`src/hdl/wgm_pkg.sv`:
```
// Shared types and constants for the wildcard glob matcher.
// Used by the pattern store, closure and top-level modules; depends on nothing.
`timescale 1ns / 1ps

package wgm_pkg;

    // Default pattern capacity in bytes
    localparam int PATTERN_LEN_DEF = 32;

    // Wildcard bytes
    localparam logic [7:0] STAR_BYTE  = 8'd42;
    localparam logic [7:0] QMARK_BYTE = 8'd63;

    // Input word commands
    typedef enum logic [1:0] {
        CMD_CLEAR  = 2'd0,
        CMD_APPEND = 2'd1,
        CMD_TEXT   = 2'd2,
        CMD_NONE   = 2'd3
    } t_cmd;

    // Pattern update request from the top level
    typedef struct packed {
        logic       clear;
        logic       append;
        logic [7:0] char_value;
    } t_pat_ctrl;

endpackage

```
`src/hdl/wgm_pattern.sv`:
```
// Pattern store: bytes, length, used-position mask and the restart set.
// Also decodes each stored byte against the current text byte.
// Depends on wgm_pkg.
`timescale 1ns / 1ps

module wgm_pattern #(
    parameter int PATTERN_LEN = wgm_pkg::PATTERN_LEN_DEF
) (
    input  logic                               i_clk,
    input  logic                               i_rst_n,
    input  wgm_pkg::t_pat_ctrl                 i_ctrl,
    input  logic [7:0]                         i_text,
    output logic [$clog2(PATTERN_LEN+1)-1:0]   o_count,
    output logic [$clog2(PATTERN_LEN+1)-1:0]   o_count_next,
    output logic [PATTERN_LEN:0]               o_start_next,
    output logic                               o_full,
    output logic [PATTERN_LEN-1:0]             o_star,
    output logic [PATTERN_LEN-1:0]             o_hit
);

    localparam int CW = $clog2(PATTERN_LEN + 1);
    localparam int IW = (PATTERN_LEN > 1) ? $clog2(PATTERN_LEN) : 1;

    logic [CW-1:0]          r_count;
    logic [CW-1:0]          n_count;
    logic [PATTERN_LEN-1:0] r_used;
    logic [PATTERN_LEN-1:0] n_used;
    logic [PATTERN_LEN:0]   r_start;
    logic [PATTERN_LEN:0]   n_start;
    logic [7:0]             r_store [PATTERN_LEN];
    logic                   full;
    logic                   do_write;
    logic                   new_star;

    assign full     = (r_count == CW'(PATTERN_LEN));
    assign do_write = i_ctrl.append & ~full;
    assign new_star = (i_ctrl.char_value == wgm_pkg::STAR_BYTE);

    // Work out length, mask and restart set after a clear or append
    always_comb begin
        n_count = r_count;
        n_used  = r_used;
        n_start = r_start;
        if (i_ctrl.clear) begin
            n_count = '0;
            n_used  = '0;
            n_start = {{PATTERN_LEN{1'b0}}, 1'b1};
        end else if (do_write) begin
            n_count = r_count + CW'(1);
            for (int j = 0; j < PATTERN_LEN; j++) begin
                if (r_count == CW'(j)) begin
                    n_used[j]    = 1'b1;
                    // a star reached from the start extends the start run
                    n_start[j+1] = r_start[j+1] | (r_start[j] & new_star);
                end
            end
        end
    end

    // Hold control state
    always_ff @(posedge i_clk) begin
        if (!i_rst_n) begin
            r_count <= '0;
            r_used  <= '0;
            r_start <= {{PATTERN_LEN{1'b0}}, 1'b1};
        end else begin
            r_count <= n_count;
            r_used  <= n_used;
            r_start <= n_start;
        end
    end

    // Write the appended byte at the current length
    always_ff @(posedge i_clk) begin
        if (do_write) begin
            r_store[r_count[IW-1:0]] <= i_ctrl.char_value;
        end
    end

    // Decode every stored byte against the text byte
    always_comb begin
        for (int i = 0; i < PATTERN_LEN; i++) begin
            o_star[i] = r_used[i] & (r_store[i] == wgm_pkg::STAR_BYTE);
            o_hit[i]  = r_used[i] & (r_store[i] != wgm_pkg::STAR_BYTE) &
                        ((r_store[i] == wgm_pkg::QMARK_BYTE) || (r_store[i] == i_text));
        end
    end

    assign o_count      = r_count;
    assign o_count_next = n_count;
    assign o_start_next = n_start;
    assign o_full       = full;

endmodule

```
`src/hdl/wgm_closure.sv`:
```
// Active-set advance for one text byte, with star closure done as a
// log-depth prefix over pattern positions. Depends on wgm_pkg.
`timescale 1ns / 1ps

module wgm_closure #(
    parameter int PATTERN_LEN = wgm_pkg::PATTERN_LEN_DEF
) (
    input  logic [PATTERN_LEN:0]   i_act,
    input  logic [PATTERN_LEN-1:0] i_star,
    input  logic [PATTERN_LEN-1:0] i_hit,
    output logic [PATTERN_LEN:0]   o_act
);

    localparam int LV = $clog2(PATTERN_LEN + 1);

    logic [PATTERN_LEN:0] g;
    logic [PATTERN_LEN:0] p;

    always_comb begin
        // Step: a star keeps its position, a matching byte moves on one
        g = '0;
        for (int i = 0; i < PATTERN_LEN; i++) begin
            if (i_act[i] & i_star[i]) begin
                g[i] = 1'b1;
            end
            if (i_act[i] & i_hit[i]) begin
                g[i+1] = 1'b1;
            end
        end
        // Position j inherits from j-1 when j-1 holds a star
        p = {i_star, 1'b0};
        // Prefix: descending index so lower entries still hold the last level
        for (int l = 0; l < LV; l++) begin
            for (int j = PATTERN_LEN; j >= (1 << l); j--) begin
                g[j] = g[j] | (p[j] & g[j - (1 << l)]);
                p[j] = p[j] & p[j - (1 << l)];
            end
        end
        o_act = g;
    end

endmodule

```
`src/hdl/wildcard_glob_matcher.sv`:
```
// Top level of the wildcard glob matcher: input register, pattern store,
// active-set update and result register. Depends on wgm_pkg, wgm_pattern
// and wgm_closure.
`timescale 1ns / 1ps

// Usage
//   Input channel (i_valid / o_stall) carries one word per item: a command
//   (clear pattern, append pattern byte, text byte), the byte and, for text,
//   a last flag. '*' matches any run of bytes, '?' exactly one byte.
//   Output channel (o_valid / i_stall) returns one result word per input
//   word: matched (text so far matches the whole pattern), text_end (word
//   closes a string) and overflow (append dropped, store full).
//   Path: an accepted word is held in the input register until the result
//   register is free or taken, and then its result loads there.
//   Throughput: one word per cycle while the output channel is not stalled;
//   the active-set update with star closure is a single combinational pass
//   between the two registers.
//   Reset: pattern empty, only position zero active, both registers empty.
//   Stall: while the result register is full and stalled, the input
//   register holds one further word; when both are full o_stall rises and
//   nothing is lost. Appends and clears restart any string in progress.

module wildcard_glob_matcher #(
    parameter int PATTERN_LEN = wgm_pkg::PATTERN_LEN_DEF
) (
    input  logic       i_clk,
    input  logic       i_rst_n,
    input  logic       i_valid,
    output logic       o_stall,
    input  logic [1:0] i_cmd,
    input  logic [7:0] i_char_value,
    input  logic       i_last,
    output logic       o_valid,
    input  logic       i_stall,
    output logic       o_matched,
    output logic       o_text_end,
    output logic       o_overflow
);

    localparam int CW = $clog2(PATTERN_LEN + 1);

    logic                   r_s_valid;
    wgm_pkg::t_cmd          r_s_cmd;
    logic [7:0]             r_s_char;
    logic                   r_s_last;
    logic                   r_o_valid;
    logic                   r_o_matched;
    logic                   r_o_text_end;
    logic                   r_o_overflow;
    logic [PATTERN_LEN:0]   r_act;
    logic [PATTERN_LEN:0]   n_act;
    logic                   n_matched;
    logic                   n_text_end;
    logic                   n_overflow;
    logic                   accept_in;
    logic                   advance;
    wgm_pkg::t_pat_ctrl     pat_ctrl;
    logic [CW-1:0]          count;
    logic [CW-1:0]          count_next;
    logic [PATTERN_LEN:0]   start_next;
    logic                   full;
    logic [PATTERN_LEN-1:0] star;
    logic [PATTERN_LEN-1:0] hit;
    logic [PATTERN_LEN:0]   step_act;

    // Handshake: the stage moves on when the result register is free or taken
    assign advance   = r_s_valid & (~r_o_valid | ~i_stall);
    assign o_stall   = r_s_valid & r_o_valid & i_stall;
    assign accept_in = i_valid & ~o_stall;

    // Capture the input word
    always_ff @(posedge i_clk) begin
        if (!i_rst_n) begin
            r_s_valid <= 1'b0;
        end else if (accept_in) begin
            r_s_valid <= 1'b1;
        end else if (advance) begin
            r_s_valid <= 1'b0;
        end
    end

    always_ff @(posedge i_clk) begin
        if (accept_in) begin
            r_s_cmd  <= wgm_pkg::t_cmd'(i_cmd);
            r_s_char <= i_char_value;
            r_s_last <= i_last;
        end
    end

    // Drive pattern updates only when the word is consumed
    always_comb begin
        pat_ctrl.clear      = advance & (r_s_cmd == wgm_pkg::CMD_CLEAR);
        pat_ctrl.append     = advance & (r_s_cmd == wgm_pkg::CMD_APPEND);
        pat_ctrl.char_value = r_s_char;
    end

    wgm_pattern #(
        .PATTERN_LEN (PATTERN_LEN)
    ) u_pattern (
        .i_clk        (i_clk),
        .i_rst_n      (i_rst_n),
        .i_ctrl       (pat_ctrl),
        .i_text       (r_s_char),
        .o_count      (count),
        .o_count_next (count_next),
        .o_start_next (start_next),
        .o_full       (full),
        .o_star       (star),
        .o_hit        (hit)
    );

    wgm_closure #(
        .PATTERN_LEN (PATTERN_LEN)
    ) u_closure (
        .i_act  (r_act),
        .i_star (star),
        .i_hit  (hit),
        .o_act  (step_act)
    );

    // Form the result and the next active set
    always_comb begin
        n_act      = r_act;
        n_matched  = r_act[count];
        n_text_end = 1'b0;
        n_overflow = 1'b0;
        case (r_s_cmd)
            wgm_pkg::CMD_CLEAR: begin
                n_act     = start_next;
                n_matched = start_next[count_next];
            end
            wgm_pkg::CMD_APPEND: begin
                n_act      = start_next;
                n_matched  = start_next[count_next];
                n_overflow = full;
            end
            wgm_pkg::CMD_TEXT: begin
                n_matched  = step_act[count];
                n_text_end = r_s_last;
                // restart after a closing byte
                n_act      = r_s_last ? start_next : step_act;
            end
            default: begin
                n_act = r_act;
            end
        endcase
    end

    // Advance the active set
    always_ff @(posedge i_clk) begin
        if (!i_rst_n) begin
            r_act <= {{PATTERN_LEN{1'b0}}, 1'b1};
        end else if (advance) begin
            r_act <= n_act;
        end
    end

    // Hold the result until taken
    always_ff @(posedge i_clk) begin
        if (!i_rst_n) begin
            r_o_valid <= 1'b0;
        end else if (advance) begin
            r_o_valid <= 1'b1;
        end else if (~i_stall) begin
            r_o_valid <= 1'b0;
        end
    end

    always_ff @(posedge i_clk) begin
        if (advance) begin
            r_o_matched  <= n_matched;
            r_o_text_end <= n_text_end;
            r_o_overflow <= n_overflow;
        end
    end

    assign o_valid    = r_o_valid;
    assign o_matched  = r_o_matched;
    assign o_text_end = r_o_text_end;
    assign o_overflow = r_o_overflow;

endmodule

```
`config.mk`:
```
export PLATFORM = sky130hd
export DESIGN_NAME = wildcard_glob_matcher
export DESIGN_NICKNAME = d
export VERILOG_FILES = /design/src/hdl/wgm_pkg.sv /design/src/hdl/wgm_pattern.sv /design/src/hdl/wgm_closure.sv /design/src/hdl/wildcard_glob_matcher.sv
export SDC_FILE = /design/constraint.sdc
export NUM_CORES = 1
export LEC_CHECK = 0
export BUFFER_PORTS_ARGS = -buffer_cell sky130_fd_sc_hd__buf_2
export CAP_MARGIN = 25
export CORE_ASPECT_RATIO = 0.9
export CORE_MARGIN = 2
export CORE_UTILIZATION = 55
export DETAILED_ROUTE_END_ITERATION = 7
export GPL_TIMING_DRIVEN = 0
export PLACE_DENSITY = 0.79
export SLEW_MARGIN = 20
export SYNTH_ARGS = -nofsm -noshare
export SYNTH_HDL_FRONTEND = slang
export SYNTH_SLANG_ARGS = --single-unit
```
`constraint.sdc`:
```
create_clock -name i_clk -period 4.6 [get_ports i_clk]
set_clock_uncertainty 0.15 [all_clocks]
set_input_delay 0.23 -clock i_clk [delete_from_list [all_inputs] [get_ports i_clk]]
set_output_delay 0.23 -clock i_clk [all_outputs]
set_load 0.01 [all_outputs]
```
## Word level (Yosys, flattened, before mapping)

Memories as Yosys holds them, arrays and structs flattened.
Cells that the tools add are included.

| word-level totals | value |
|---|---|
| word-level logic and storage cells | 1008 |
| input bits | 15 |
| flip-flop bits (word level) | 120 |
| memories | 1 |
| bits in writable memories | 256 |
| output and inout bits | 5 |

Memories:

| memory | depth | bits a word | read ports | clocked after Yosys merged registers in | write ports | line | RTL |
|---|---|---|---|---|---|---|---|
| u_pattern.r_store | 32 | 8 | 32 | 0 | 1 | wgm_pattern.sv:30 | `logic [7:0] r_store [PATTERN_LEN];` |

| operators by class | value |
|---|---|
| muxes and demuxes | 116 |
| eq/ne operators | 164 |
| reduce and logical (&&, ||, !) cells | 71 |
| $lt $le $gt $ge | 2 |
| add/sub/neg operators | 1 |
| bitwise logic cells | 610 |

Operators with widths:

| cell | count |
|---|---|
| 8-bit by 6-bit equality test with 1-bit output (second input constant) | 65 |
| 1-bit bitwise AND | 437 |
| 8-bit equality test | 32 |
| 8-bit by 6-bit != test with 1-bit output (second input constant) | 32 |
| 1-bit OR | 168 |
| 1-bit two-way mux | 106 |
| 6-bit by 5-bit equality test with 1-bit output (second input constant) | 16 |
| 33-bit case mux with 2 select lines | 1 |
| 2-bit AND reduction | 33 |
| 32-bit two-way mux | 2 |
| 6-bit by 4-bit equality test with 1-bit output (second input constant) | 8 |
| 33-bit two-way mux | 1 |
| 1-bit logical OR | 32 |
| 6-bit by 3-bit equality test with 1-bit output (second input constant) | 4 |
| 1-bit binary-select mux with 6-bit select | 3 |
| 6-bit by 7-bit < comparator with 1-bit output (second input constant) | 2 |
| 6-bit by 2-bit equality test with 1-bit output (second input constant) | 2 |
| 6-bit two-way mux | 2 |
| 6-bit by 1-bit adder with 6-bit output (second input constant) | 1 |
| 6-bit by 1-bit equality test with 1-bit output (second input constant) | 1 |
| 6-bit equality test (second input constant) | 1 |
| 6-bit zero test | 1 |
| 1-bit inverter | 5 |
| 2-bit nonzero test | 2 |
| 6 further kinds | 7 |

## Logic depth before layout (Yosys ltp)

An unclocked memory read counts as a cell.

| depth | value |
|---|---|
| word-level depth | 21 |
| depth in mapped cells | 17 |
| depth with buffers taken out | 14 |

## Modules after synthesis

From an unflattened synthesis, not the netlist that was laid out.

| second synthesis, totals | value |
|---|---|
| cells, all modules | 1766 |
| area, all modules | 19443.6 µm² |

Modules (own cells, without submodules):

| module | sequential area each (µm²) | times used | area each (µm²) | cells each |
|---|---|---|---|---|
| wgm_pattern | 9108.7 | 1 | 15104.5 | 1273 |
| wildcard_glob_matcher | 1121.1 | 1 | 3015.4 | 266 |
| wgm_closure | 0.0 | 1 | 1323.8 | 227 |

## Worst setup path before layout

OpenSTA, ideal clock, no wires.

| timing path | value |
|---|---|
| path type | reg2reg |
| start | register u_pattern.r_count[0], in the netlist u_pattern.o_count[0] |
| end | register r_o_matched, in the netlist o_matched, data pin |
| arrival time | 4.054 ns |
| data required time | 4.270 ns |
| stages on the path, launching flop included | 13 |
| buffers on the path | 2 |
| setup slack | 0.216 ns |
| setup time | 0.180 ns |
| clock period less this slack | 4.384 ns |
| cell sequence | dfxtp_1 clkbuf_1 clkinv_1 ha_1 a311o_1 buf_2 xnor2_1 mux4_2 mux4_2 a311o_1 o21ai_0 a32oi_1 o41ai_2 |

| on the way | value |
|---|---|
| word-level cells in the longest chain between the ends | 8 |
| elaborated cells on any way between the ends | 79 |
| those cells by class | add/sub (1); eq/ne (32); mux (43); bitwise (2); reduce/logical (1) |

Ends and longest elaborated chain:

| element | line | RTL |
|---|---|---|
| start, declared | wgm_pattern.sv:24 | `logic [CW-1:0] r_count;` |
| start signal, assigned | wgm_pattern.sv:67 | `r_count <= n_count;` |
| parallel branches: the longest is 7 deep, another holds 6-bit by 1-bit adder with 6-bit output | - |  |
| 1-bit case mux with 2 select lines (*) | wildcard_glob_matcher.sv:127 | `case (r_s_cmd)` |
| via n_matched | wildcard_glob_matcher.sv:52 | `logic n_matched;` |
| end signal, assigned | wildcard_glob_matcher.sv:171 | `r_o_matched <= n_matched;` |
| end, declared | wildcard_glob_matcher.sv:47 | `logic r_o_matched;` |

Mark *: on every way through the listed nets, which the timed path passes. The select of a mux whose other input is x is not followed.
A chain may end at the register's enable or synchronous reset.

## Worst setup path after layout

| timing path | value |
|---|---|
| start | register r_s_char[2] |
| end | register r_o_matched, in the netlist o_matched, data pin |

| on the way | value |
|---|---|
| word-level cells in the longest chain between the ends | 20 |
| elaborated cells on any way between the ends | 559 |
| those cells by class | eq/ne (33); mux (102); bitwise (392); reduce/logical (32) |

Ends and longest elaborated chain:

| element | line | RTL |
|---|---|---|
| start, declared | wildcard_glob_matcher.sv:44 | `logic [7:0] r_s_char;` |
| start signal, assigned | wildcard_glob_matcher.sv:85 | `r_s_char <= i_char_value;` |
| 8-bit equality test | wgm_pattern.sv:85 | `((r_store[i] == wgm_pkg::QMARK_BYTE) \|\| (r_store[i] == i_text));` |
| 1-bit logical OR | wgm_pattern.sv:85 |  |
| 1-bit bitwise AND | wgm_pattern.sv:84 | `o_hit[i] = r_used[i] & (r_store[i] != wgm_pkg::STAR_BYTE) &` |
| 1-bit bitwise AND | wgm_closure.sv:26 | `if (i_act[i] & i_hit[i]) begin` |
| 1-bit two-way mux | wgm_closure.sv:26 |  |
| 1-bit two-way mux | wgm_closure.sv:23 | `if (i_act[i] & i_star[i]) begin` |
| 1-bit bitwise AND | wgm_closure.sv:35 | `g[j] = g[j] \| (p[j] & g[j - (1 << l)]);` |
| 1-bit OR | wgm_closure.sv:35 |  |
| [4 not listed] | - |  |
| 1-bit bitwise AND | wgm_closure.sv:35 |  |
| 1-bit OR | wgm_closure.sv:35 |  |
| 1-bit bitwise AND | wgm_closure.sv:35 |  |
| 1-bit OR (2 in a row) | wgm_closure.sv:35 |  |
| 1-bit binary-select mux with 6-bit select | wildcard_glob_matcher.sv:138 | `n_matched = step_act[count];` |
| 1-bit two-way mux (not written as such) | wildcard_glob_matcher.sv:138 |  |
| 1-bit case mux with 2 select lines (*) | wildcard_glob_matcher.sv:127 |  |
| via n_matched | wildcard_glob_matcher.sv:52 |  |

Mark *: on every way through the listed nets, which the timed path passes. The rest lies on a longest branch. The select of a mux whose other input is x is not followed.

==> metrics.md <==
| Metric | Value |
|---|---|
| Status | `complete, no violations` |
| GP Congestion | `0.986` |
| Fill count | `2698` |
| Die Area | `37000 µm²` |
| Worst-path clk slew | `0.07 ns` |
| # rows | `65` |
| Adder-Cell Fraction of Synth Area | `0.257%` |
| Period utilization | `98.6%` |
| Final Hold Fails | `0` |
| Critical path type | `reg -> reg` |
| Area growth, synth to finish | `16.7%` |
| DP Area | `20500 µm²` |
| Synth Flop Type | `edfxtp_1` |
| XOR/XNOR Fraction of Synth Area | `11.7%` |
| Multi-input logic area | `8960 µm²` |
| Synth top area share | `41.6%` |
| Die X | `202 µm` |
| Largest net degree at the start of global routing | `24` |
| Leak | `7.46 nW` |
| FF+latch count, synth | `376` |
| R2R Setup Slk | `0.06 ns` |
| Hold Path Class | `in -> reg` |
| Slowest stage delay, CP | `0.51 ns` |
| Crit path buffers/inverters | `2` |
| Global Route Usage Sum | `33.5%` |
| Die Ht | `183 µm` |
| PortBufs | `18` |
| Final max-slew violation count | `0` |
| Share of the yosys chip area belonging to registers | `52.5%` |
| Synth Net Count | `1826` |
| Worst-path cell chain | `buf_12, buf_8, xor2_1, nor4_2, a21oi_2, or3_4, o211ai_1, o211ai_2, a2111oi_4, nor3_4, o31a_1, o2bb2ai_1, nor4_2, a221oi_2, o41ai_2` |
| CP top delay family | `compound AO/OA/AOI/OAI gates` |
| PwrDens | `339 nW/µm²` |
| Share of flip-flops with an asynchronous set or reset | `0%` |
| Minimum clock period | `4.54 ns` |
| Share of cells above drive strength 1 | `14.1%` |
| Fmax | `0.220 GHz` |
| Crit Reg-Reg Endpoint | `o_matched` |
| Vias in the first global route | `15400` |
| Grt ovf | `0` |
| Setup TNS | `0 ns` |
| Mapped Cells | `1807` |
| Later-pin clock latency in the skew report | `0.57 ns` |
| H-tree level count | `2` |
| Min-Delay Path Depth | `2` |
| Post-DP HPWL | `44200 µm` |
| Post-synthesis mux area share | `2.29%` |
| Crit path max fanout | `9` |
| Worst reg2reg path depth | `15` |
| Post-synth top cells | `edfxtp_1, xnor2_1, nor2_1, nand2_1, dfxtp_1` |
| Final nets | `1963` |
| Initial DRC Count | `2254` |
| Met2 WL post-DR | `28100 µm` |
| Clock root buffer | `clkbuf_16` |
| Initial antenna violation count | `2` |
| Post-route cell area | `22800 µm²` |
| Top-count cell post-synth | `edfxtp_1` |
| Vias/cell | `6.65` |
| Warning count from the yosys run | `0` |
| Seq. cell area | `10200 µm²` |
| Max Cap Violations | `0` |
| Starting Density | `55.8%` |
| Io pins | `20` |
| Peak supply drop | `0.270 mV` |
| Global-route wire length before repair | `92700 µm` |
| Routed wire length | `63800 µm` |
| Sink Count | `376` |
| CP arrival | `4.77 ns` |
| Critical Path End | `o_matched` |
| Post-Route M1 WL | `25500 µm` |
| Synth area leaders | `edfxtp_1, dfxtp_1, xnor2_1, nor2_1, xor2_1` |
| CTS tree | `built` |
| R2R Path Start | `r_s_char[2]` |
| WL/cell | `26.1 µm` |
| Simple logic cell fraction of the synthesized area | `18.6%` |
| Worst path depth | `15` |
| EDFF count, synth | `270` |
| Vias | `16300` |
| Syn Area/Cell | `10.8 µm²` |
| Most used cell, CP | `nor4_2` |
| Max Root-Sink Buffers | `3` |
| Core Footprint | `35000 µm²` |
| Crit-path slowest cell | `a2111oi_4` |
| Worst setup path startpoint | `r_s_char[2]` |
| Pre-antenna DRT Iters | `6` |
| Synth area leader | `edfxtp_1` |
| CTS Buf Count | `41` |
| CP Capture Type | `register` |
| Setup-failing EPs final | `0` |
| ANT cells | `0` |
| Compound-Gate Fraction of Synth Area | `12.0%` |
| Worst-Margin Slew | `1.13 ns` |
| WP data required | `4.83 ns` |
| Main combinational cell family by area after synthesis | `simple AND/OR/NAND/NOR gates` |
| Worst setup SP type | `register` |
| ANT nets after route | `0` |
| Netlist Area Pre-Place | `19500 µm²` |
| Max-slew headroom | `24.2%` |
| WL met3 | `7810 µm` |
| Synth cell types | `96` |
| DR DRC count | `0` |
| DR top layer | `met5` |
how the worst min path moves through the flow:
| stage | start | end | slack [ns] |
|---|---|---|---|
| floorplan | i_char_value[0] | r_s_char[0] | 0.18 |
| global placement | i_char_value[5] | r_s_char[5] | 0.26 |
| detailed placement | i_char_value[3] | r_s_char[3] | 0.26 |
| CTS | i_last | r_s_last | 0.21 |
| global route | i_last | r_s_last | 0.23 |
| finish | i_last | r_s_last | 0.22 |
sequential cells by signal, summed over array words and instances, names as in the netlist:
signal	cells
u_pattern.r_store	256
r_act	33
u_pattern.r_start	33
u_pattern.r_used	32
r_s_char	8
u_pattern.o_count	6
r_s_cmd	2
o_matched	1
o_overflow	1
o_text_end	1
o_valid	1
r_s_last	1
r_s_valid	1
kinds of logic (layout without fill, tap and decap cells):
logic type                 after synthesis  count (layout)
buffers and inverters                  115             285
adders and majority gates                4               4
AOI/OAI and AO/OA                      337             337
DFF                                    376             376
xor gates and xnor gates               261             261
muxes                                   22              22
and+or+nand+nor                        692             692
cell type report:
class / instances / area share (%)
well taps: 469 / 2.58
flip-flops and latches: 376 / 44.9
plain buffers: 78 / 2.27
repair buffers: 101 / 3.99
multi-input cells: 1316 / 39.4
inverters: 30 / 0.517
clock buffers: 46 / 4.59
clock inverters: 30 / 1.72
metal layers:
metal,global-route usage (%),up-vias
met4,13.6,6
met2,50.3,1045
met5,0,-
met1,46.3,7965
li1,-,7055
met3,8.84,184
timing repair:
item | in CTS | in global routing
setup endpoints to repair | 12 | 3
cloned | 0 | 3
buffers inserted | 19 | 27
pin swaps | 12 | 25
hold buffers | 15 | 0
hold endpoints to repair | 17 | 0
resized for setup | 46 | 49
power by group:
group,internal [mW],switching (mW),leakage (nW)
Clock,2.11,1.42,0.688
Sequential,3.65,0.0277,3.29
Combinational,0.195,0.306,3.48
Total,5.95,1.76,7.46
through the flow:
stage / setup slack [ns] / utilization (%) / power (mW) / cells / hold slack, ns
after detailed placement: -1.48 / 58.6 / 4.18 / 2316 / 0.258
after floorplan: 0.216 / - / 4.00 / 1807 / 0.179
final: 0.0644 / 65.1 / 7.71 / 2446 / 0.220
after global routing: -0.0449 / 65.1 / 7.87 / 2446 / 0.225
after CTS: 0.00732 / 64.0 / 7.68 / 2422 / 0.210
after global placement: -1.84 / 57.7 / 4.15 / 2294 / 0.257
cell usage in the layout, fill, tap and decap left out, types with 19 or more instances in the layout:
master,netlist,final
nand2_1,123,122
buf_2,24,28
dfxtp_1,106,106
nand4_1,78,78
nor3_1,44,42
and3_1,41,41
a31oi_1,38,37
and2_1,23,19
clkbuf_1,43,46
inv_1,26,26
a21oi_1,76,71
xor2_1,61,61
o21ai_0,55,50
clkbuf_16,0,44
xnor2_1,200,199
edfxtp_1,270,270
buf_4,13,55
nor2_1,178,176
nand3_1,69,69
Note: power is estimated with default switching activity, not from simulation.
